`src/rtl/core/tsv_pkg.sv`:
```
// Shared types, constants and helpers for the TCP-over-IPv6 segment validator.
`default_nettype none

package tsv_pkg;

   // Segment length limits and field positions
   localparam int unsigned LEN_W = 16;
   localparam logic [LEN_W-1:0] MAX_LEN = 16'd65535;
   localparam logic [LEN_W-1:0] MIN_SEGMENT = 16'd20;
   localparam logic [LEN_W-1:0] PORT_BYTES = 16'd4;
   localparam logic [LEN_W-1:0] HDR_LEN_POS = 16'd12;
   localparam logic [LEN_W-1:0] FLAGS_POS = 16'd13;
   localparam logic [3:0] MIN_OFFSET = 4'd5;

   // Checksum arithmetic
   localparam int unsigned WORD_W = 16;
   localparam int unsigned HALVES = 4;
   localparam int unsigned PART_W = WORD_W + 2;
   localparam int unsigned ADDR_SUM_W = PART_W + 2;
   localparam int unsigned ACC_W = 32;
   localparam logic [WORD_W-1:0] NEXT_HEADER_TCP = 16'd6;
   localparam logic [WORD_W-1:0] SUM_GOOD = 16'hFFFF;

   // Flag bit positions
   localparam int unsigned FIN_BIT = 0;
   localparam int unsigned SYN_BIT = 1;

   typedef enum logic [2:0] {
      VERDICT_ACCEPT       = 3'd0,
      VERDICT_TOO_SHORT    = 3'd1,
      VERDICT_BAD_HDR_LEN  = 3'd2,
      VERDICT_BAD_FLAGS    = 3'd3,
      VERDICT_BAD_CHECKSUM = 3'd4
   } verdict_type;

   typedef struct packed {
      logic [7:0]  data_byte;
      logic        last_byte;
      logic [63:0] src_addr_hi;
      logic [63:0] src_addr_lo;
      logic [63:0] dst_addr_hi;
      logic [63:0] dst_addr_lo;
   } req_type;

   typedef struct packed {
      verdict_type verdict;
      logic [15:0] source_port;
      logic [15:0] dest_port;
      logic [7:0]  flag_bits;
   } rsp_type;

   // One byte on its way to the accumulator, with its pseudo-header address sum
   typedef struct packed {
      logic [7:0]            data_byte;
      logic                  last_byte;
      logic [ADDR_SUM_W-1:0] addr_sum;
   } beat_type;

   // Segment state captured at the final byte
   typedef struct packed {
      logic [ACC_W-1:0] acc;
      logic [LEN_W-1:0] len;
      logic [7:0]       held;
      logic [3:0]       hdr;
      logic [7:0]       flags;
      logic [31:0]      ports;
   } snap_type;

   // Plain sum of the four 16-bit words of a 64-bit address half
   function automatic logic [PART_W-1:0] sum_quad(input logic [63:0] half);
      return PART_W'(half[63:48]) + PART_W'(half[47:32])
           + PART_W'(half[31:16]) + PART_W'(half[15:0]);
   endfunction

endpackage

`default_nettype wire

```
`src/rtl/core/tsv_addr_sum.sv`:
```
// Two-stage adder tree over the IPv6 source and destination addresses.
`default_nettype none

module tsv_addr_sum import tsv_pkg::*; (
   input  logic     clock,
   input  logic     reset,
   input  logic     advance,
   input  logic     in_valid,
   input  req_type  in_item,
   output logic     out_valid,
   output beat_type out_beat
);

   logic [PART_W-1:0]     part_in [HALVES];
   logic [PART_W-1:0]     part_ff [HALVES];
   logic                  mid_valid_ff;
   logic [7:0]            mid_byte_ff;
   logic                  mid_last_ff;
   logic [ADDR_SUM_W-1:0] total_in;
   logic                  out_valid_ff;
   beat_type              out_beat_ff;

   always_comb begin
      part_in[0] = sum_quad(in_item.src_addr_hi);
      part_in[1] = sum_quad(in_item.src_addr_lo);
      part_in[2] = sum_quad(in_item.dst_addr_hi);
      part_in[3] = sum_quad(in_item.dst_addr_lo);
      total_in = ADDR_SUM_W'(part_ff[0]) + ADDR_SUM_W'(part_ff[1])
               + ADDR_SUM_W'(part_ff[2]) + ADDR_SUM_W'(part_ff[3]);
   end

   always_ff @(posedge clock) begin
      if (reset) begin
         mid_valid_ff <= 1'b0;
         out_valid_ff <= 1'b0;
      end else if (advance) begin
         mid_valid_ff <= in_valid;
         out_valid_ff <= mid_valid_ff;
      end
   end

   always_ff @(posedge clock) begin
      if (advance) begin
         part_ff               <= part_in;
         mid_byte_ff           <= in_item.data_byte;
         mid_last_ff           <= in_item.last_byte;
         out_beat_ff.data_byte <= mid_byte_ff;
         out_beat_ff.last_byte <= mid_last_ff;
         out_beat_ff.addr_sum  <= total_in;
      end
   end

   assign out_valid = out_valid_ff;
   assign out_beat  = out_beat_ff;

endmodule

`default_nettype wire

```
`src/rtl/core/tsv_seg_accum.sv`:
```
// Per-segment state: byte count, running word sum and header captures.
`default_nettype none

module tsv_seg_accum import tsv_pkg::*; (
   input  logic     clock,
   input  logic     reset,
   input  logic     advance,
   input  logic     in_valid,
   input  beat_type in_beat,
   output logic     snap_valid,
   output snap_type snap
);

   logic [LEN_W-1:0] count_ff, count_upd, count_in;
   logic [ACC_W-1:0] acc_ff, acc_base, acc_upd, acc_in;
   logic [7:0]       held_ff, held_upd, held_in;
   logic [3:0]       hdr_ff, hdr_upd, hdr_in;
   logic [7:0]       flags_ff, flags_upd, flags_in;
   logic [31:0]      ports_ff, ports_upd, ports_in;
   logic             snap_valid_ff;
   snap_type         snap_ff, snap_in;

   always_comb begin
      // Fold the address sum in on the first byte of a segment
      acc_base  = (count_ff == '0) ? ACC_W'(in_beat.addr_sum) : acc_ff;
      acc_upd   = acc_base;
      count_upd = count_ff;
      held_upd  = held_ff;
      hdr_upd   = hdr_ff;
      flags_upd = flags_ff;
      ports_upd = ports_ff;

      // Drop bytes past the length limit
      if (count_ff < MAX_LEN) begin
         if (!count_ff[0]) begin
            held_upd = in_beat.data_byte;
         end else begin
            acc_upd = acc_base + ACC_W'({held_ff, in_beat.data_byte});
         end

         if (count_ff < PORT_BYTES) begin
            ports_upd[{2'd3 - count_ff[1:0], 3'b000} +: 8] = in_beat.data_byte;
         end

         case (count_ff)
            HDR_LEN_POS: begin
               hdr_upd = in_beat.data_byte[7:4];
            end
            FLAGS_POS: begin
               flags_upd = in_beat.data_byte;
            end
            default: begin
            end
         endcase

         count_upd = count_ff + LEN_W'(1);
      end

      snap_in.acc   = acc_upd;
      snap_in.len   = count_upd;
      snap_in.held  = held_upd;
      snap_in.hdr   = hdr_upd;
      snap_in.flags = flags_upd;
      snap_in.ports = ports_upd;

      // Clear everything once the segment closes
      if (in_beat.last_byte) begin
         acc_in   = '0;
         count_in = '0;
         held_in  = '0;
         hdr_in   = '0;
         flags_in = '0;
         ports_in = '0;
      end else begin
         acc_in   = acc_upd;
         count_in = count_upd;
         held_in  = held_upd;
         hdr_in   = hdr_upd;
         flags_in = flags_upd;
         ports_in = ports_upd;
      end
   end

   always_ff @(posedge clock) begin
      if (reset) begin
         acc_ff        <= '0;
         count_ff      <= '0;
         held_ff       <= '0;
         hdr_ff        <= '0;
         flags_ff      <= '0;
         ports_ff      <= '0;
         snap_valid_ff <= 1'b0;
      end else if (advance) begin
         snap_valid_ff <= in_valid && in_beat.last_byte;
         if (in_valid) begin
            acc_ff   <= acc_in;
            count_ff <= count_in;
            held_ff  <= held_in;
            hdr_ff   <= hdr_in;
            flags_ff <= flags_in;
            ports_ff <= ports_in;
         end
      end
   end

   always_ff @(posedge clock) begin
      if (advance) begin
         snap_ff <= snap_in;
      end
   end

   assign snap_valid = snap_valid_ff;
   assign snap       = snap_ff;

endmodule

`default_nettype wire

```
`src/rtl/core/tsv_verdict.sv`:
```
// Pseudo-header completion, checksum fold and verdict selection.
`default_nettype none

module tsv_verdict import tsv_pkg::*; (
   input  logic     clock,
   input  logic     reset,
   input  logic     advance,
   input  logic     snap_valid,
   input  snap_type snap,
   output logic     res_valid,
   output rsp_type  res
);

   logic [ACC_W-1:0]  pad;
   logic [ACC_W-1:0]  total_in, total_ff;
   logic              res_valid_ff;
   snap_type          info_ff;
   logic [WORD_W:0]   fold_lo;
   logic [WORD_W-1:0] fold_sum;
   logic              flags_bad;

   always_comb begin
      // Pad an odd final byte with a zero low byte
      pad = snap.len[0] ? ACC_W'({snap.held, 8'h00}) : '0;
      total_in = snap.acc + pad + ACC_W'(snap.len) + ACC_W'(NEXT_HEADER_TCP);
   end

   always_ff @(posedge clock) begin
      if (reset) begin
         res_valid_ff <= 1'b0;
      end else if (advance) begin
         res_valid_ff <= snap_valid;
      end
   end

   always_ff @(posedge clock) begin
      if (advance) begin
         total_ff <= total_in;
         info_ff  <= snap;
      end
   end

   always_comb begin
      // End-around carry, twice, settles any 32-bit sum into 16 bits
      fold_lo  = {1'b0, total_ff[WORD_W-1:0]} + {1'b0, total_ff[ACC_W-1:WORD_W]};
      fold_sum = fold_lo[WORD_W-1:0] + WORD_W'(fold_lo[WORD_W]);

      flags_bad = (info_ff.flags[SYN_BIT] && info_ff.flags[FIN_BIT])
                || (info_ff.flags == '0);

      if (info_ff.len < MIN_SEGMENT) begin
         res.verdict = VERDICT_TOO_SHORT;
      end else if (info_ff.hdr < MIN_OFFSET
                   || LEN_W'({info_ff.hdr, 2'b00}) > info_ff.len) begin
         res.verdict = VERDICT_BAD_HDR_LEN;
      end else if (flags_bad) begin
         res.verdict = VERDICT_BAD_FLAGS;
      end else if (fold_sum != SUM_GOOD) begin
         res.verdict = VERDICT_BAD_CHECKSUM;
      end else begin
         res.verdict = VERDICT_ACCEPT;
      end

      res.source_port = info_ff.ports[31:16];
      res.dest_port   = info_ff.ports[15:0];
      res.flag_bits   = info_ff.flags;
   end

   assign res_valid = res_valid_ff;

endmodule

`default_nettype wire

```
`src/rtl/core/tcp6_segment_validator_core.sv`:
```
// Top level of the TCP-over-IPv6 segment validator.
//
// Takes a received TCP segment one byte per request, last_byte marking the
// final byte, and returns one verdict per segment with the source port,
// destination port and flag byte. The IPv6 addresses are sampled with the
// first byte of each segment. The block accepts one request every clock
// cycle; it stops taking requests only when a verdict reaches the output
// register while the previous verdict there has not been taken. After the
// request carrying the last byte is accepted, its verdict passes through the
// input register, two address adder-tree stages, the segment accumulator,
// the pseudo-header completion add, then the output register. The per-byte
// rate is set by one 32-bit add in the accumulator. Bytes beyond 65535 are
// counted as the limit and left out of the checksum and captures. Ports and
// flags of a segment too short to carry them read as zero.
`default_nettype none

module tcp6_segment_validator_core import tsv_pkg::*; (
   input  logic    clock,
   input  logic    reset,
   input  logic    req_valid,
   output logic    req_ready,
   input  req_type req_item,
   output logic    rsp_valid,
   input  logic    rsp_ready,
   output rsp_type rsp_item
);

   logic     advance;
   logic     in_valid_ff;
   req_type  in_item_ff;
   logic     beat_valid;
   beat_type beat;
   logic     snap_valid;
   snap_type snap;
   logic     res_valid;
   rsp_type  res;
   logic     rsp_valid_ff;
   rsp_type  rsp_item_ff;

   // Hold the whole pipe only when a new verdict would overwrite one still waiting
   assign advance   = !(res_valid && rsp_valid_ff && !rsp_ready);
   assign req_ready = advance;

   // Input register
   always_ff @(posedge clock) begin
      if (reset) begin
         in_valid_ff <= 1'b0;
      end else if (advance) begin
         in_valid_ff <= req_valid;
      end
   end

   always_ff @(posedge clock) begin
      if (advance) begin
         in_item_ff <= req_item;
      end
   end

   tsv_addr_sum u_addr_sum (
      .clock     (clock),
      .reset     (reset),
      .advance   (advance),
      .in_valid  (in_valid_ff),
      .in_item   (in_item_ff),
      .out_valid (beat_valid),
      .out_beat  (beat)
   );

   tsv_seg_accum u_seg_accum (
      .clock      (clock),
      .reset      (reset),
      .advance    (advance),
      .in_valid   (beat_valid),
      .in_beat    (beat),
      .snap_valid (snap_valid),
      .snap       (snap)
   );

   tsv_verdict u_verdict (
      .clock      (clock),
      .reset      (reset),
      .advance    (advance),
      .snap_valid (snap_valid),
      .snap       (snap),
      .res_valid  (res_valid),
      .res        (res)
   );

   // Output register: drop on handshake, load a new verdict when one arrives
   always_ff @(posedge clock) begin
      if (reset) begin
         rsp_valid_ff <= 1'b0;
      end else if (advance && res_valid) begin
         rsp_valid_ff <= 1'b1;
      end else if (rsp_ready) begin
         rsp_valid_ff <= 1'b0;
      end
   end

   always_ff @(posedge clock) begin
      if (advance && res_valid) begin
         rsp_item_ff <= res;
      end
   end

   assign rsp_valid = rsp_valid_ff;
   assign rsp_item  = rsp_item_ff;

endmodule

`default_nettype wire

```
`config.mk`:
```
export PLATFORM = sky130hd
export DESIGN_NAME = tcp6_segment_validator_core
export DESIGN_NICKNAME = d
export VERILOG_FILES = /design/src/rtl/core/tsv_pkg.sv /design/src/rtl/core/tsv_addr_sum.sv /design/src/rtl/core/tsv_seg_accum.sv /design/src/rtl/core/tsv_verdict.sv /design/src/rtl/core/tcp6_segment_validator_core.sv
export SDC_FILE = /design/constraint.sdc
export NUM_CORES = 1
export LEC_CHECK = 0
export ABC_AREA = 1
export BUFFER_PORTS_ARGS = -buffer_cell sky130_fd_sc_hd__buf_4
export CAP_MARGIN = 20
export CORE_AREA = 2 2 254 381
export DETAILED_ROUTE_END_ITERATION = 7
export DIE_AREA = 0 0 256 383
export PLACE_DENSITY = 0.67
export RECOVER_POWER = 100
export SYNTH_ARGS = -nofsm -noshare
export SYNTH_HDL_FRONTEND = slang
export SYNTH_SLANG_ARGS = --single-unit
```
`constraint.sdc`:
```
create_clock -name clock -period 42.4 [get_ports clock]
set_input_delay 8.48 -clock clock [delete_from_list [all_inputs] [get_ports clock]]
set_output_delay 8.48 -clock clock [all_outputs]
set_load 0.02 [all_outputs]
```
# After elaboration in Yosys (flattened, before gate mapping)
# Cells that the tools add are included.
# classes
addsub,24
n_mux,25
order_cmp,5
n_reduce_logical,14
n_bitwise,1
n_shift,2
eq_ne,3
# op_table
cell,n
$mux W32,7
$add A18 B16 Y18,8
$add A16 B16 Y17,5
$add A32 B16 Y32,2
$mux W16,3
$mux W8,6
$add A20 B18 Y20,2
$add A32 B3 Y32 const B,1
$add A32 B32 Y32,1
$bwmux W32,1
$eq A16 B4 Y1 const B,2
$shift A8 B7 Y32 const A,1
$shiftx A8 B7 Y32,1
$add A18 B18 Y19,1
$add A16 B1 Y16,1
$add A16 B1 Y16 const B,1
$gt A6 B16 Y1,1
$logic_not A16 Y1,1
$lt A16 B16 Y1 const B,1
$lt A16 B3 Y1 const B,1
$lt A16 B5 Y1 const B,1
$ne A16 B16 Y1 const B,1
$mux W4,3
$logic_not A8 Y1,1
other kinds (13),21
# word_totals
elab_cells,117
ff_bits,716
inputBits,269
output_inout_bits,45

# Depth between registers and ports, before layout
# Gate-level depths: netlist (run 1).
# logic_depth
word_depth,7
depth_mapped,25
ltp_nobuf,25

# Cells and area by module
# From an unflattened synthesis (run 1), not the netlist that was laid out.
# unflattened
hier_cells,3614
area_unflattened_um2,37900.1
# modules_own_cells
mod,seq_area_each_um2,n_inst,cells_each,area_per_inst_um2
tsv_addr_sum,3343.2,1,1460,12436.9
tsv_seg_accum,5024.8,1,1194,10123.5
tcp6_segment_validator_core,9288.9,1,322,9342.7
tsv_verdict,2782.7,1,638,5997.0

# Least setup slack after synthesis (run 1)
# Ideal clock, no wire load.
# synth_timing
path_type,in2out
start,input rsp_ready
end,output req_ready
slack_ns,14.148
n_path_buf,0
required_time_ns,33.920
t_arrival_ns,19.772
path_stages,4
path_cell_list,inv_1 > nand2_1 > nor2_1 > inv_1
# synth_between
elab_chain_cells,3
# synth_rtl
element,line,rtl
"start, declared",tcp6_segment_validator_core.sv:24,"input logic rsp_ready,"
$logic_not A1 Y1,tcp6_segment_validator_core.sv:41,assign advance = !(res_valid && rsp_valid_ff && !rsp_ready);
$logic_and A1 B1 Y1,tcp6_segment_validator_core.sv:41,
$logic_not A1 Y1,tcp6_segment_validator_core.sv:41,
"end, declared",tcp6_segment_validator_core.sv:21,"output logic req_ready,"
# No other way between the ends.

# Final worst setup path (run 1)
# layout_timing
start,input rsp_ready
end,register in_item_ff[117] in the netlist's numbering (enable)
# layout_between
elab_chain_cells,2
# layout_rtl
element,line,rtl
$logic_not A1 Y1,tcp6_segment_validator_core.sv:41,
$logic_and A1 B1 Y1,tcp6_segment_validator_core.sv:41,
"end signal, assigned",tcp6_segment_validator_core.sv:55,in_item_ff <= req_item;
"end, declared",tcp6_segment_validator_core.sv:30,req_type in_item_ff;
# No other way between the ends.
# A chain may end at the register's enable or synchronous reset.

==> results of run 1 <==
-- report_power, final --
group          switching, W  total (W)  internal [W]
clock              0.000283   0.000665      0.000382
sequential        0.0000434   0.000971      0.000927
combinational      0.000811    0.00132      0.000506
total               0.00114    0.00295       0.00182
-- layout make-up --
cell class,instances,area (µm²),share of cell area
Antenna cell,6,15.0,0.000345
Inverter,573,2150,0.0494
Timing Repair Buffer,325,2180,0.0501
Tap cell,1269,1590,0.0364
Sequential cell,716,20400,0.469
Clock inverter,49,632,0.0145
Multi-Input combinational cell,2253,14700,0.338
Clock buffer,82,1850,0.0425
-- logic make-up (layout without fill, tap and decap cells) --
group,count (synthesis),count (layout),share of synthesized area
simple gates,1148,1148,0.131
buf+inv,624,1029,0.0638
mux,12,12,0.00319
flops,716,716,0.543
fa+ha+maj,334,334,0.131
xor+xnor,193,193,0.0449
other cells,0,6,0
compound gates,566,566,0.0828
-- final timing paths --
check,start,to,cells after the start
min reg2reg,u_seg_accum.snap[34]$_DFFE_PN_,u_verdict.res[2]$_DFFE_PN_,0
max,rsp_ready,in_item_ff[117]$_DFFE_PN_,8
min,u_seg_accum.snap[34]$_DFFE_PN_,u_verdict.res[2]$_DFFE_PN_,0
max reg2reg,rsp_valid$_SDFFE_PP0P_,in_item_ff[117]$_DFFE_PN_,6
-- Yosys cell counts (all sizes together), types with 2 or more instances --
cell	instances	area (µm²)
nand3	128	651
and2	9	56.3
a21o	17	128
nor3	31	181
nand3b	10	75.1
edfxtp	610	18300
or2	2	12.5
a21boi	14	105
o311ai	2	17.5
o21a	6	45.0
a31oi	12	81.3
nor2	149	641
clkbuf	30	113
buf	21	138
a31o	2	17.5
nand4	45	312
o31ai	10	75.1
o21ai	172	906
fa	103	2060
xor2	114	998
o211ai	4	30.0
nand2	761	2940
xnor2	79	692
dfxtp	106	2120
inv	572	2150
o2111ai	4	35.0
mux2i	12	120
ha	231	2890
o21bai	9	67.6
a211oi	5	37.5
nor4	9	56.3
nor3b	2	15.0
a21oi	305	1540
-- stage by stage --
step / power [W] / instance area (µm²) / worst slack [ns] / std cells
finish: 0.00295 / 43600 / 20.94 / 5273
global route: 0.00321 / 43600 / 19.50 / 5272
CTS: 0.00299 / 44000 / 24.10 / 5266
detailed placement: 0.00231 / 41500 / 24.10 / 5135
global placement: 0.00229 / 41500 / 24.11 / 5134
floorplan: 0.00196 / 37700 / 14.15 / 3593
-- metal layers --
metal,track usage,part of all wire,vias to the layer above
met5,0,0,-
met4,0.0778,0.040,0
met3,0.0221,0.033,150
met2,0.337,0.56,481
met1,0.180,0.37,11960
li1,-,-,12759
-- registers in the layout, indices dropped and copies added (netlist names), 20 cells and up --
| register | flops |
|---|---|
| u_seg_accum.acc_ff | 32 |
| u_verdict.info_ff | 20 |
| u_addr_sum.out_beat | 29 |
| rsp_item | 43 |
| u_addr_sum.part_ff | 72 |
| in_item_ff | 265 |
| u_seg_accum.snap | 100 |
| u_verdict.res | 40 |
| u_verdict.total_ff | 32 |
| u_seg_accum.ports_ff | 32 |
-- critical path, stage by stage --
cell and delay, ns:
sky130_fd_sc_hd__clkbuf_4 0.10, sky130_fd_sc_hd__inv_1 0.03, sky130_fd_sc_hd__nand2_1 0.07, sky130_fd_sc_hd__nor2_1 0.11, sky130_fd_sc_hd__clkinvlp_2 0.93, sky130_fd_sc_hd__clkbuf_1 6.10
sky130_fd_sc_hd__clkbuf_1 2.79, sky130_fd_sc_hd__clkbuf_1 2.79
==> insert_results.sql, run 1 <==
INSERT INTO impl_metrics (metric_group, metric, value, unit) VALUES
('status', 'run_status', 'complete, but fails checks', ''),
('status', 'violated_checks', 'capacitance limit, slew limit', ''),
('die', 'coreArea', '95100', 'µm²'),
('route', 'drtPass1Iterations', '5', ''),
('yosys', 'netlist-cell-type-count', '61', ''),
('yosys', 'synth_area', '37700', 'µm²'),
('setup_path', 'required', '42.57', 'ns'),
('clock_network', 'clk-insertion-delay-late', '0.67', 'ns'),
('yosys', 'synthArstFlopShare', '0', ''),
('global_route', 'grt_max_degree', '163', ''),
('route', 'avgViaCountPerCell', '4.81', ''),
('timing', 'fin_worst_hold_slack', '0.418', 'ns'),
('route', 'post_detailed_routing_wire_length', '83.8', 'mm'),
('timing', 'achievable-frequency', '46.6', 'MHz'),
('placed_design', 'post-dp-hpwl', '63.8', 'mm'),
('clock_network', 'cts_resized', '0', ''),
('placed_design', 'numPortBuffers', '313', ''),
('yosys', 'syn-num-nets', '4196', ''),
('cells_and_area', 'nNetsFinal', '4543', ''),
('clock_network', 'cts_tree', 'yes', ''),
('yosys', 'ys_warn_count', '0', ''),
('global_route', 'grt.overflow.total', '0', ''),
('pwr', 'vdd.ir_drop.worst', '0.0000734', 'V'),
('clock_network', 'cts_buffers', '71', ''),
('cells_and_area', 'most-common-layout-cells', '741 x sky130_fd_sc_hd__nand2_1, 610 x sky130_fd_sc_hd__edfxtp_1, 567 x sky130_fd_sc_hd__inv_1, 304 x sky130_fd_sc_hd__a21oi_1, 253 x sky130_fd_sc_hd__clkbuf_4', ''),
('setup_path', 'worstPathMaxFanout', '162', ''),
('clock_network', 'cts-htree-levels', '3', ''),
('timing', 'period_needed', '21.46', 'ns'),
('route', 'residual_drc', '0', ''),
('die', 'initial_core_util', '0.396', ''),
('timing', 'final-setup-viol-count', '0', ''),
('die', 'dieArea', '98000', 'µm²'),
('worst_hold_path', 'hold_path_class', 'reg -> reg', ''),
('clock_network', 'ctsLongestPathBuffers', '3', ''),
('timing', 'maxSlewViolCount', '890', ''),
('setup_path', 'arrival', '21.63', 'ns'),
('cells_and_area', 'layout_cells_sized_above_1', '0.105', ''),
('route', 'via_count', '25350', ''),
('global_route', 'grt_usage', '0.172', ''),
('die', 'std_cell_rows', '139', ''),
('pwr', 'power.leakage', '19.2', 'nW'),
('global_route', 'grt_first_pass_wirelength', '132', 'mm'),
('yosys', 'yosys_most_used_dff', 'sky130_fd_sc_hd__edfxtp_1', ''),
('die', 'horizontal_extent_of_the_die', '256', 'µm'),
('timing', 'hold_viol', '0', ''),
('clock_network', 'total_number_of_clock_tree_sinks', '716', ''),
('die', 'ioPinCount', '314', ''),
('route', 'wl_per_cell', '15.9', 'µm'),
('setup_path', 'r2r_slack', '28.57', 'ns'),
('timing', 'worstMarginPinSlew', '8.73', 'ns'),
('yosys', 'ys_ff_latch', '716', ''),
('cells_and_area', 'finalCoreUtilization', '0.458', ''),
('pwr', 'power-per-cell-area', '67.8', 'nW/µm²'),
('timing', 'relSlewSlack', '-4.82', ''),
('setup_path', 'worstSetupStartpointType', 'input pin', ''),
('yosys', 'synth_cells', '3593', ''),
('global_route', 'grt_antenna_before_repair', '5', ''),
('timing', 'final_critical_path_share_of_the_clock_period', '0.506', ''),
('route', 'postRouteAntennaNets', '0', ''),
('clock_network', 'clock-root-buffer', 'sky130_fd_sc_hd__clkbuf_16', ''),
('yosys', 'synth_edf_count', '610', ''),
('clock_network', 'cts_setup_buffers', '0', ''),
('yosys', 'syn_avg_cell_area', '10.5', 'µm²'),
('clock_network', 'holdBufCountCts', '0', ''),
('timing', 'clk_skew', '0.0616', 'ns'),
('timing', 'rsz0062_at_grt', 'no', ''),
('global_route', 'first_global_vias', '25346', ''),
('cells_and_area', 'final_common_cell', 'sky130_fd_sc_hd__nand2_1', ''),
('cells_and_area', 'layout.filler_cells', '8970', ''),
('setup_path', 'critPathCaptureType', 'register', ''),
('yosys', 'synth.yosys.seq_area_share', '0.543', ''),
('cells_and_area', 'layout-area-overhead-vs-synth', '15.6', '%'),
('route', 'initialDrtViolationCount', '1347', ''),
('setup_path', 'timing.setup.critical_path_class', 'in -> reg', ''),
('die', 'die_h', '383', 'µm'),
('flow_run', 'max_cap_violations', '14', ''),
('clock_network', 'cts.reportedPaths.clkPinSlew', '0.06', 'ns'),
('placed_design', 'gpl.final_weighted_congestion', '0.874', ''),
('timing', 'final.setup.tns', '0', 'ns');
Power figures use the tool's default switching activity.
==> run 2: changes to the inputs <==
--- a/config.mk
+++ b/config.mk
@@ -5,12 +5,12 @@
 export SDC_FILE = /design/constraint.sdc
 export NUM_CORES = 1
 export LEC_CHECK = 0
-export ABC_AREA = 1
+export ABC_AREA = 0
 export BUFFER_PORTS_ARGS = -buffer_cell sky130_fd_sc_hd__buf_4
 export CAP_MARGIN = 20
-export CORE_AREA = 2 2 254 381
+export CORE_AREA = 2 2 251 377
 export DETAILED_ROUTE_END_ITERATION = 7
-export DIE_AREA = 0 0 256 383
+export DIE_AREA = 0 0 253 379
 export PLACE_DENSITY = 0.67
 export RECOVER_POWER = 100
 export SYNTH_ARGS = -nofsm -noshare
==> constraint.sdc (replaced) <==
create_clock -name clock -period 21.5 [get_ports clock]
set_input_delay 4.3 -clock clock [delete_from_list [all_inputs] [get_ports clock]]
set_output_delay 4.3 -clock clock [all_outputs]
set_load 0.02 [all_outputs]
==> run 2 against run 1 <==
- the flow still finishes with violations (capacitance limit, slew limit)
- total power grew 91%
- clock-buffer cell count increased by 5
- core utilization up 0.25 points
- clock power increased by 98%
- largest power group unchanged
==> insert_results.sql, run 2 <==
INSERT INTO impl_metrics (metric_group, metric, value, unit) VALUES
('cells_and_area', 'layout.filler_cells', '8505', ''),
('yosys', 'netlist-cell-type-count', '82', ''),
('yosys', 'synth.yosys.seq_area_share', '0.557', ''),
('route', 'post_detailed_routing_wire_length', '76.5', 'mm'),
('die', 'initial_core_util', '0.397', ''),
('timing', 'postLayoutSetupSlackWorst', '8.53', 'ns'),
('yosys', 'syn-num-nets', '3709', ''),
('setup_path', 'timing.setup.critical_path_class', 'in -> reg', ''),
('placed_design', 'numPortBuffers', '313', ''),
('die', 'ioPinCount', '314', ''),
('global_route', 'first_global_vias', '23390', ''),
('yosys', 'yosysTopAreaCellShare', '0.499', ''),
('global_route', 'use_met2', '0.308', ''),
('setup_path', 'critical-path-slowest-cell', 'sky130_fd_sc_hd__clkbuf_1', ''),
('timing', 'final-setup-viol-count', '0', ''),
('setup_path', 'critPathCaptureType', 'register', ''),
('route', 'avgViaCountPerCell', '4.97', ''),
('die', 'std_cell_rows', '137', ''),
('clock_network', 'cts_setup_buffers', '0', ''),
('die', 'dieArea', '95900', 'µm²'),
('timing', 'hold_viol', '0', ''),
('setup_path', 'arrival', '13.20', 'ns'),
('die', 'die_h', '379', 'µm'),
('timing', 'clk_skew', '0.0713', 'ns'),
('global_route', 'groute.layer.met3.usage', '0.0254', ''),
('status', 'violated_checks', 'capacitance limit, slew limit', ''),
('timing', 'achievable-frequency', '77.1', 'MHz'),
('setup_path', 'worstPathMaxFanout', '207', ''),
('yosys', 'synthArstFlopShare', '0', ''),
('cells_and_area', 'final_common_cell', 'sky130_fd_sc_hd__edfxtp_1', ''),
('timing', 'rsz0062_at_grt', 'no', ''),
('clock_network', 'clk-insertion-delay-late', '0.67', 'ns'),
('placed_design', 'gpl.final_weighted_congestion', '0.800', ''),
('clock_network', 'ctsLongestPathBuffers', '3', ''),
('yosys', 'synth_area', '36700', 'µm²'),
('placed_design', 'post-dp-hpwl', '56.6', 'mm'),
('global_route', 'grt_usage', '0.161', ''),
('cells_and_area', 'number_of_flip_flops_under_the_largest_register_name', '265', ''),
('yosys', 'synthTopCellsByCount', '610 x sky130_fd_sc_hd__edfxtp_1, 401 x sky130_fd_sc_hd__inv_1, 254 x sky130_fd_sc_hd__nand2_1, 231 x sky130_fd_sc_hd__ha_1, 212 x sky130_fd_sc_hd__nor2_1', ''),
('route', 'initialDrtViolationCount', '1236', ''),
('setup_path', 'worstSetupStartpointType', 'input pin', ''),
('flow_run', 'max_cap_violations', '5', ''),
('status', 'run_status', 'complete, but fails checks', ''),
('pwr', 'power', '0.00565', 'W'),
('placed_design', 'post-place-ws', '11.74', 'ns'),
('yosys', 'synth.top_cells.by_area', 'sky130_fd_sc_hd__edfxtp_1 50%, sky130_fd_sc_hd__ha_1 7.9%, sky130_fd_sc_hd__dfxtp_1 5.8%', ''),
('yosys', 'synth_edf_count', '610', ''),
('route', 'postRouteAntennaNets', '0', ''),
('cells_and_area', 'layout_cells_sized_above_1', '0.114', ''),
('timing', 'worstMarginPinSlew', '4.37', 'ns'),
('clock_network', 'clock-root-buffer', 'sky130_fd_sc_hd__clkbuf_16', ''),
('timing', 'relSlewSlack', '-1.91', ''),
('global_route', 'grt_antenna_before_repair', '5', ''),
('yosys', 'ys_warn_count', '0', ''),
('pwr', 'vdd.ir_drop.worst', '0.000107', 'V'),
('setup_path', 'required', '21.73', 'ns'),
('global_route', 'grt_max_degree', '208', ''),
('timing', 'final.setup.tns', '0', 'ns'),
('global_route', 'grt_first_pass_wirelength', '121', 'mm'),
('timing', 'period_needed', '12.97', 'ns'),
('yosys', 'syn_avg_cell_area', '11.8', 'µm²'),
('cells_and_area', 'area.sequential', '20400', 'µm²'),
('yosys', 'synth_cells', '3106', ''),
('die', 'coreArea', '92600', 'µm²'),
('cells_and_area', 'nNetsFinal', '4054', ''),
('global_route', 'grt-busiest-layer', 'met2', ''),
('cells_and_area', 'layout-area-overhead-vs-synth', '16.0', '%'),
('clock_network', 'cts-htree-levels', '3', ''),
('clock_network', 'cts_tree', 'yes', ''),
('pwr', 'power.leakage', '18.0', 'nW'),
('yosys', 'ys_ff_latch', '716', ''),
('clock_network', 'holdBufCountCts', '0', ''),
('yosys', 'yosysTopAreaCell', 'sky130_fd_sc_hd__edfxtp_1', ''),
('clock_network', 'cts_buffers', '71', ''),
('timing', 'final_critical_path_share_of_the_clock_period', '0.603', ''),
('cells_and_area', 'most-common-layout-cells', '610 x sky130_fd_sc_hd__edfxtp_1, 401 x sky130_fd_sc_hd__inv_1, 253 x sky130_fd_sc_hd__nand2_1, 240 x sky130_fd_sc_hd__clkbuf_4, 231 x sky130_fd_sc_hd__ha_1', ''),
('die', 'horizontal_extent_of_the_die', '253', 'µm'),
('global_route', 'met1_layer_usage_reported_by_global_route', '0.177', ''),
('pwr', 'power-per-cell-area', '133', 'nW/µm²'),
('cells_and_area', 'multi_input_area', '14500', 'µm²'),
('route', 'via_count', '23340', ''),
('route', 'drtPass1Iterations', '5', ''),
('route', 'wl_per_cell', '16.3', 'µm'),
('worst_hold_path', 'hold_path_class', 'reg -> reg', ''),
('yosys', 'most_frequent_cell_after_synthesis', 'sky130_fd_sc_hd__edfxtp_1', ''),
('timing', 'maxSlewViolCount', '358', ''),
('clock_network', 'total_number_of_clock_tree_sinks', '716', ''),
('setup_path', 'crit_chain', 'clkbuf_4, nor2b_1, nand2_4, clkbuf_1, buf_12, clkbuf_1, buf_4, buf_4', ''),
('yosys', 'yosys_most_used_dff', 'sky130_fd_sc_hd__edfxtp_1', ''),
('global_route', 'grt.overflow.total', '0', ''),
('clock_network', 'cts_resized', '0', ''),
('route', 'residual_drc', '0', ''),
('clock_network', 'cts.reportedPaths.clkPinSlew', '0.06', 'ns'),
('setup_path', 'max_stage_delay', '3.14', 'ns'),
('cells_and_area', 'largest-register', 'in_item_ff', '');
run 2: final timing paths:
check	to	startpoint	slack [ns]	cells after the start
min	u_addr_sum.out_beat[22]$_DFFE_PN_	u_addr_sum.mid_byte_ff[1]$_DFFE_PN_	0.41	0
min reg2reg	u_addr_sum.out_beat[22]$_DFFE_PN_	u_addr_sum.mid_byte_ff[1]$_DFFE_PN_	0.41	0
max	in_item_ff[227]$_DFFE_PN_	rsp_ready	8.53	8
max reg2reg	in_item_ff[227]$_DFFE_PN_	rsp_valid$_SDFFE_PP0P_	11.85	7
run 2: power breakdown:
part	switching [W]	total (W)	internal, W
registers	0.0000831	0.00191	0.00182
clock network	0.000561	0.00132	0.000757
logic	0.00137	0.00242	0.00106
run 2: layout make-up:
cell class / count / share of cell area
Clock inverter: 43 / 0.0144
Inverter: 401 / 0.0353
Clock buffer: 87 / 0.0448
Antenna cell: 3 / 0.000176
Timing Repair Buffer: 328 / 0.0511
Multi-Input combinational cell: 1933 / 0.340
Sequential cell: 716 / 0.480
Tap cell: 1181 / 0.0347
run 2: cells by family after synthesis:
group	share of synthesized area
mux	0.00862
compound gates	0.101
flops	0.557
fa+ha+maj	0.135
buf+inv	0.0482
simple gates	0.101
xor+xnor	0.0496
run 2: stage by stage:
stage | area (µm²) | hold slack (ns) | cells | util
after floorplan | 36700 | 0.400 | 3106 | -
after global placement | 40400 | 0.402 | 4558 | 0.437
after detailed placement | 40400 | 0.405 | 4558 | 0.437
after CTS | 43000 | 0.410 | 4688 | 0.464
after global routing | 42600 | 0.417 | 4692 | 0.460
final | 42600 | 0.409 | 4692 | 0.460
run 2: routing by layer:
metal	wire length (µm)	share of wire
met1	29300	0.38
met2	41800	0.55
met3	2940	0.038
met4	2410	0.032
met5	16	0.00021
run 2: critical path, delay by kind of cell:
family                 cells  cell delay, ns
buffers and inverters      6            8.17
AND/OR/NAND/NOR            2            0.30
==> run 3: changes to the inputs <==
--- a/config.mk
+++ b/config.mk
@@ -5,13 +5,13 @@
 export SDC_FILE = /design/constraint.sdc
 export NUM_CORES = 1
 export LEC_CHECK = 0
-export ABC_AREA = 0
+export ABC_AREA = 1
 export BUFFER_PORTS_ARGS = -buffer_cell sky130_fd_sc_hd__buf_4
 export CAP_MARGIN = 20
-export CORE_AREA = 2 2 251 377
+export CORE_AREA = 2 2 254 381
 export DETAILED_ROUTE_END_ITERATION = 7
-export DIE_AREA = 0 0 253 379
-export PLACE_DENSITY = 0.67
+export DIE_AREA = 0 0 256 383
+export PLACE_DENSITY = 0.69
 export RECOVER_POWER = 100
 export SYNTH_ARGS = -nofsm -noshare
 export SYNTH_HDL_FRONTEND = slang
==> constraint.sdc (replaced) <==
create_clock -name clock -period 10.6 [get_ports clock]
set_input_delay 2.12 -clock clock [delete_from_list [all_inputs] [get_ports clock]]
set_output_delay 2.12 -clock clock [all_outputs]
set_load 0.02 [all_outputs]
==> run 3 against run 2 <==
- the flow still finishes with violations (capacitance limit, slew limit)
- clock-buffer cell count rose by 8
- global-route usage rose by 1.0 points
- core utilization fell by 0.15 points
- hold slack got worse by 0.0037 ns
- final cell count rose by 13%
- clock power rose by 100%
- routed wire length rose by 9.6%
- combinational power rose by 120%
- register-to-register slack got worse by 8.5 ns
==> insert_results.sql, run 3 (synthesis gave the netlist of run 1 again) <==
INSERT INTO impl_metrics (metric_group, metric, value, unit) VALUES
('setup_path', 'crit_chain', 'clkbuf_1, inv_12, nand2_1, nor2_1, clkinvlp_4, clkbuf_1, buf_4', ''),
('route', 'via_count', '25466', ''),
('clock_network', 'cts_resized', '0', ''),
('setup_path', 'timing.setup.critical_path_class', 'in -> out', ''),
('global_route', 'grt_usage', '0.172', ''),
('die', 'dieArea', '98000', 'µm²'),
('setup_path', 'worstPathMaxFanout', '63', ''),
('clock_network', 'ctsLongestPathBuffers', '3', ''),
('pwr', 'netSwitchingPower', '0.00467', 'W'),
('cells_and_area', 'layout_cells_sized_above_1', '0.106', ''),
('timing', 'achievable-frequency', '130', 'MHz'),
('placed_design', 'numPortBuffers', '313', ''),
('cells_and_area', 'final_common_cell', 'sky130_fd_sc_hd__nand2_1', ''),
('clock_network', 'clk-insertion-delay-late', '0.67', 'ns'),
('pwr', 'switching_power_share_of_the_total', '0.392', ''),
('timing', 'hold_viol', '0', ''),
('route', 'postRouteAntennaNets', '0', ''),
('setup_path', 'arrival', '5.56', 'ns'),
('placed_design', 'placedCellCount', '5136', ''),
('cells_and_area', 'most-common-layout-cells', '742 x sky130_fd_sc_hd__nand2_1, 610 x sky130_fd_sc_hd__edfxtp_1, 565 x sky130_fd_sc_hd__inv_1, 302 x sky130_fd_sc_hd__a21oi_1, 246 x sky130_fd_sc_hd__clkbuf_4', ''),
('setup_path', 'critPathCaptureType', 'primary output', ''),
('route', 'avgViaCountPerCell', '4.82', ''),
('setup_path', 'critical-path-slowest-cell', 'sky130_fd_sc_hd__clkbuf_1', ''),
('die', 'std_cell_rows', '139', ''),
('clock_network', 'clock-root-buffer', 'sky130_fd_sc_hd__clkbuf_16', ''),
('timing', 'final_critical_path_share_of_the_clock_period', '0.724', ''),
('clock_network', 'cts_setup_buffers', '0', ''),
('die', 'initial_core_util', '0.396', ''),
('global_route', 'first_global_vias', '25394', ''),
('route', 'post_detailed_routing_wire_length', '83.8', 'mm'),
('timing', 'worstMarginPinSlew', '3.33', 'ns'),
('clock_network', 'cts.reportedPaths.clkPinSlew', '0.06', 'ns'),
('cells_and_area', 'layout-area-overhead-vs-synth', '15.9', '%'),
('setup_path', 'worstSetupStartpointType', 'input pin', ''),
('cells_and_area', 'layout.filler_cells', '8844', ''),
('clock_network', 'holdBufCountCts', '0', ''),
('placed_design', 'gpl.final_weighted_congestion', '0.883', ''),
('pwr', 'power_report.internal_total', '0.00724', 'W'),
('pwr', 'power-per-cell-area', '273', 'nW/µm²'),
('setup_path', 'required', '8.48', 'ns'),
('cells_and_area', 'number_of_flip_flops_under_the_largest_register_name', '265', ''),
('cells_and_area', 'largest-register', 'in_item_ff', ''),
('timing', 'rsz0062_at_grt', 'no', ''),
('cells_and_area', 'final_cells', '5284', ''),
('cells_and_area', 'nNetsFinal', '4548', ''),
('pwr', 'power.clock.fraction', '0.222', ''),
('timing', 'final-setup-viol-count', '0', ''),
('timing', 'clk_skew', '0.0696', 'ns'),
('die', 'horizontal_extent_of_the_die', '256', 'µm'),
('clock_network', 'cts-htree-levels', '3', ''),
('timing', 'relSlewSlack', '-1.22', ''),
('die', 'die_h', '383', 'µm'),
('clock_network', 'cts_tree', 'yes', ''),
('clock_network', 'cts_buffers', '74', ''),
('global_route', 'grt_max_degree', '181', ''),
('global_route', 'grt_antenna_before_repair', '8', ''),
('status', 'run_status', 'complete, but fails checks', ''),
('route', 'initialDrtViolationCount', '1337', ''),
('timing', 'final.setup.tns', '0', 'ns'),
('status', 'violated_checks', 'capacitance limit, slew limit', ''),
('pwr', 'power.leakage', '19.2', 'nW'),
('setup_path', 'max_stage_delay', '2.33', 'ns'),
('timing', 'maxSlewViolCount', '175', ''),
('flow_run', 'max_cap_violations', '4', ''),
('route', 'residual_drc', '0', ''),
('worst_hold_path', 'hold_path_class', 'reg -> reg', ''),
('route', 'drtPass1Iterations', '5', ''),
('die', 'coreArea', '95100', 'µm²'),
('setup_path', 'timing.critical_path.mode_cell', 'sky130_fd_sc_hd__clkbuf_1', ''),
('pwr', 'combPwrFrac', '0.449', ''),
('global_route', 'grt.overflow.total', '0', ''),
('placed_design', 'post-dp-hpwl', '63.7', 'mm'),
('clock_network', 'total_number_of_clock_tree_sinks', '716', ''),
('pwr', 'sequential_cell_fraction_of_total_power', '0.329', ''),
('global_route', 'grt_first_pass_wirelength', '132', 'mm'),
('die', 'ioPinCount', '314', ''),
('timing', 'fin_worst_hold_slack', '0.405', 'ns'),
('timing', 'period_needed', '7.68', 'ns'),
('pwr', 'vdd.ir_drop.worst', '0.000330', 'V'),
('route', 'wl_per_cell', '15.9', 'µm');
==> run 3: changes by cell type in the layout (fill, tap and decap cells not counted), moves of 59 or more <==
cell,delta
sky130_fd_sc_hd__nand3_1,+59
sky130_fd_sc_hd__a21oi_1,+142
sky130_fd_sc_hd__nand2_1,+489
sky130_fd_sc_hd__inv_1,+164
sky130_fd_sc_hd__a22oi_1,-75
sky130_fd_sc_hd__nor2_1,-74
==> run 3: final timing paths <==
| check | startpoint | endpoint | slack (ns) | depth (start not counted) |
|---|---|---|---|---|
| worst min-delay path | u_addr_sum.mid_byte_ff[7]$_DFFE_PN_ | u_addr_sum.out_beat[28]$_DFFE_PN_ | 0.41 | 0 |
| worst min register to register | u_addr_sum.mid_byte_ff[7]$_DFFE_PN_ | u_addr_sum.out_beat[28]$_DFFE_PN_ | 0.41 | 0 |
| worst max register to register | u_seg_accum.count_ff[0]$_SDFFE_PP0P_ | u_seg_accum.snap[90]$_DFFE_PN_ | 3.36 | 19 |
| worst max-delay path | rsp_ready | req_ready | 2.92 | 7 |
==> run 3: area by class of cell <==
type	instances	area, µm²	area share
multi-input cells	2253	14700	0.337
clock inverters	42	539	0.0124
repair buffers	327	2230	0.0511
flip-flops and latches	716	20400	0.468
inverters	573	2170	0.0497
clock buffers	95	1950	0.0447
diodes	9	22.5	0.000516
well taps	1269	1590	0.0364
==> run 3: per-stage QoR <==
| stage | instance area (µm²) | setup WS, ns | power, W | util |
|---|---|---|---|---|
| after floorplan | 37700 | -0.854 | 0.00783 | - |
| after global placement | 41500 | 4.76 | 0.00930 | 0.436 |
| after detailed placement | 41500 | 4.70 | 0.00935 | 0.436 |
| after CTS | 44000 | 5.01 | 0.0121 | 0.463 |
| after global routing | 43700 | 2.51 | 0.0129 | 0.459 |
| final | 43700 | 2.92 | 0.0119 | 0.459 |
==> run 3: routing by layer <==
| metal | global-route usage | part of all wire | vias to the layer above |
|---|---|---|---|
| li1 | - | - | 12801 |
| met1 | 0.181 | 0.37 | 11940 |
| met2 | 0.333 | 0.55 | 566 |
| met4 | 0.0819 | 0.042 | 0 |
| met3 | 0.0223 | 0.038 | 159 |
| met5 | 0 | 0 | - |
==> run 3: power by group through the flow <==
stage | Sequential, W | Combinational (W) | Clock, W
after CTS | 0.00393 | 0.00540 | 0.00272
after global placement | 0.00399 | 0.00531 | 0
after detailed placement | 0.00399 | 0.00536 | 0
final | 0.00391 | 0.00535 | 0.00265
after floorplan | 0.00384 | 0.00399 | 0
after global routing | 0.00394 | 0.00612 | 0.00282
==> run 3: critical path, delay by kind of cell <==
kind	cells	cell delay [ns]
buffers and inverters	5	3.22
and+or+nand+nor	2	0.21
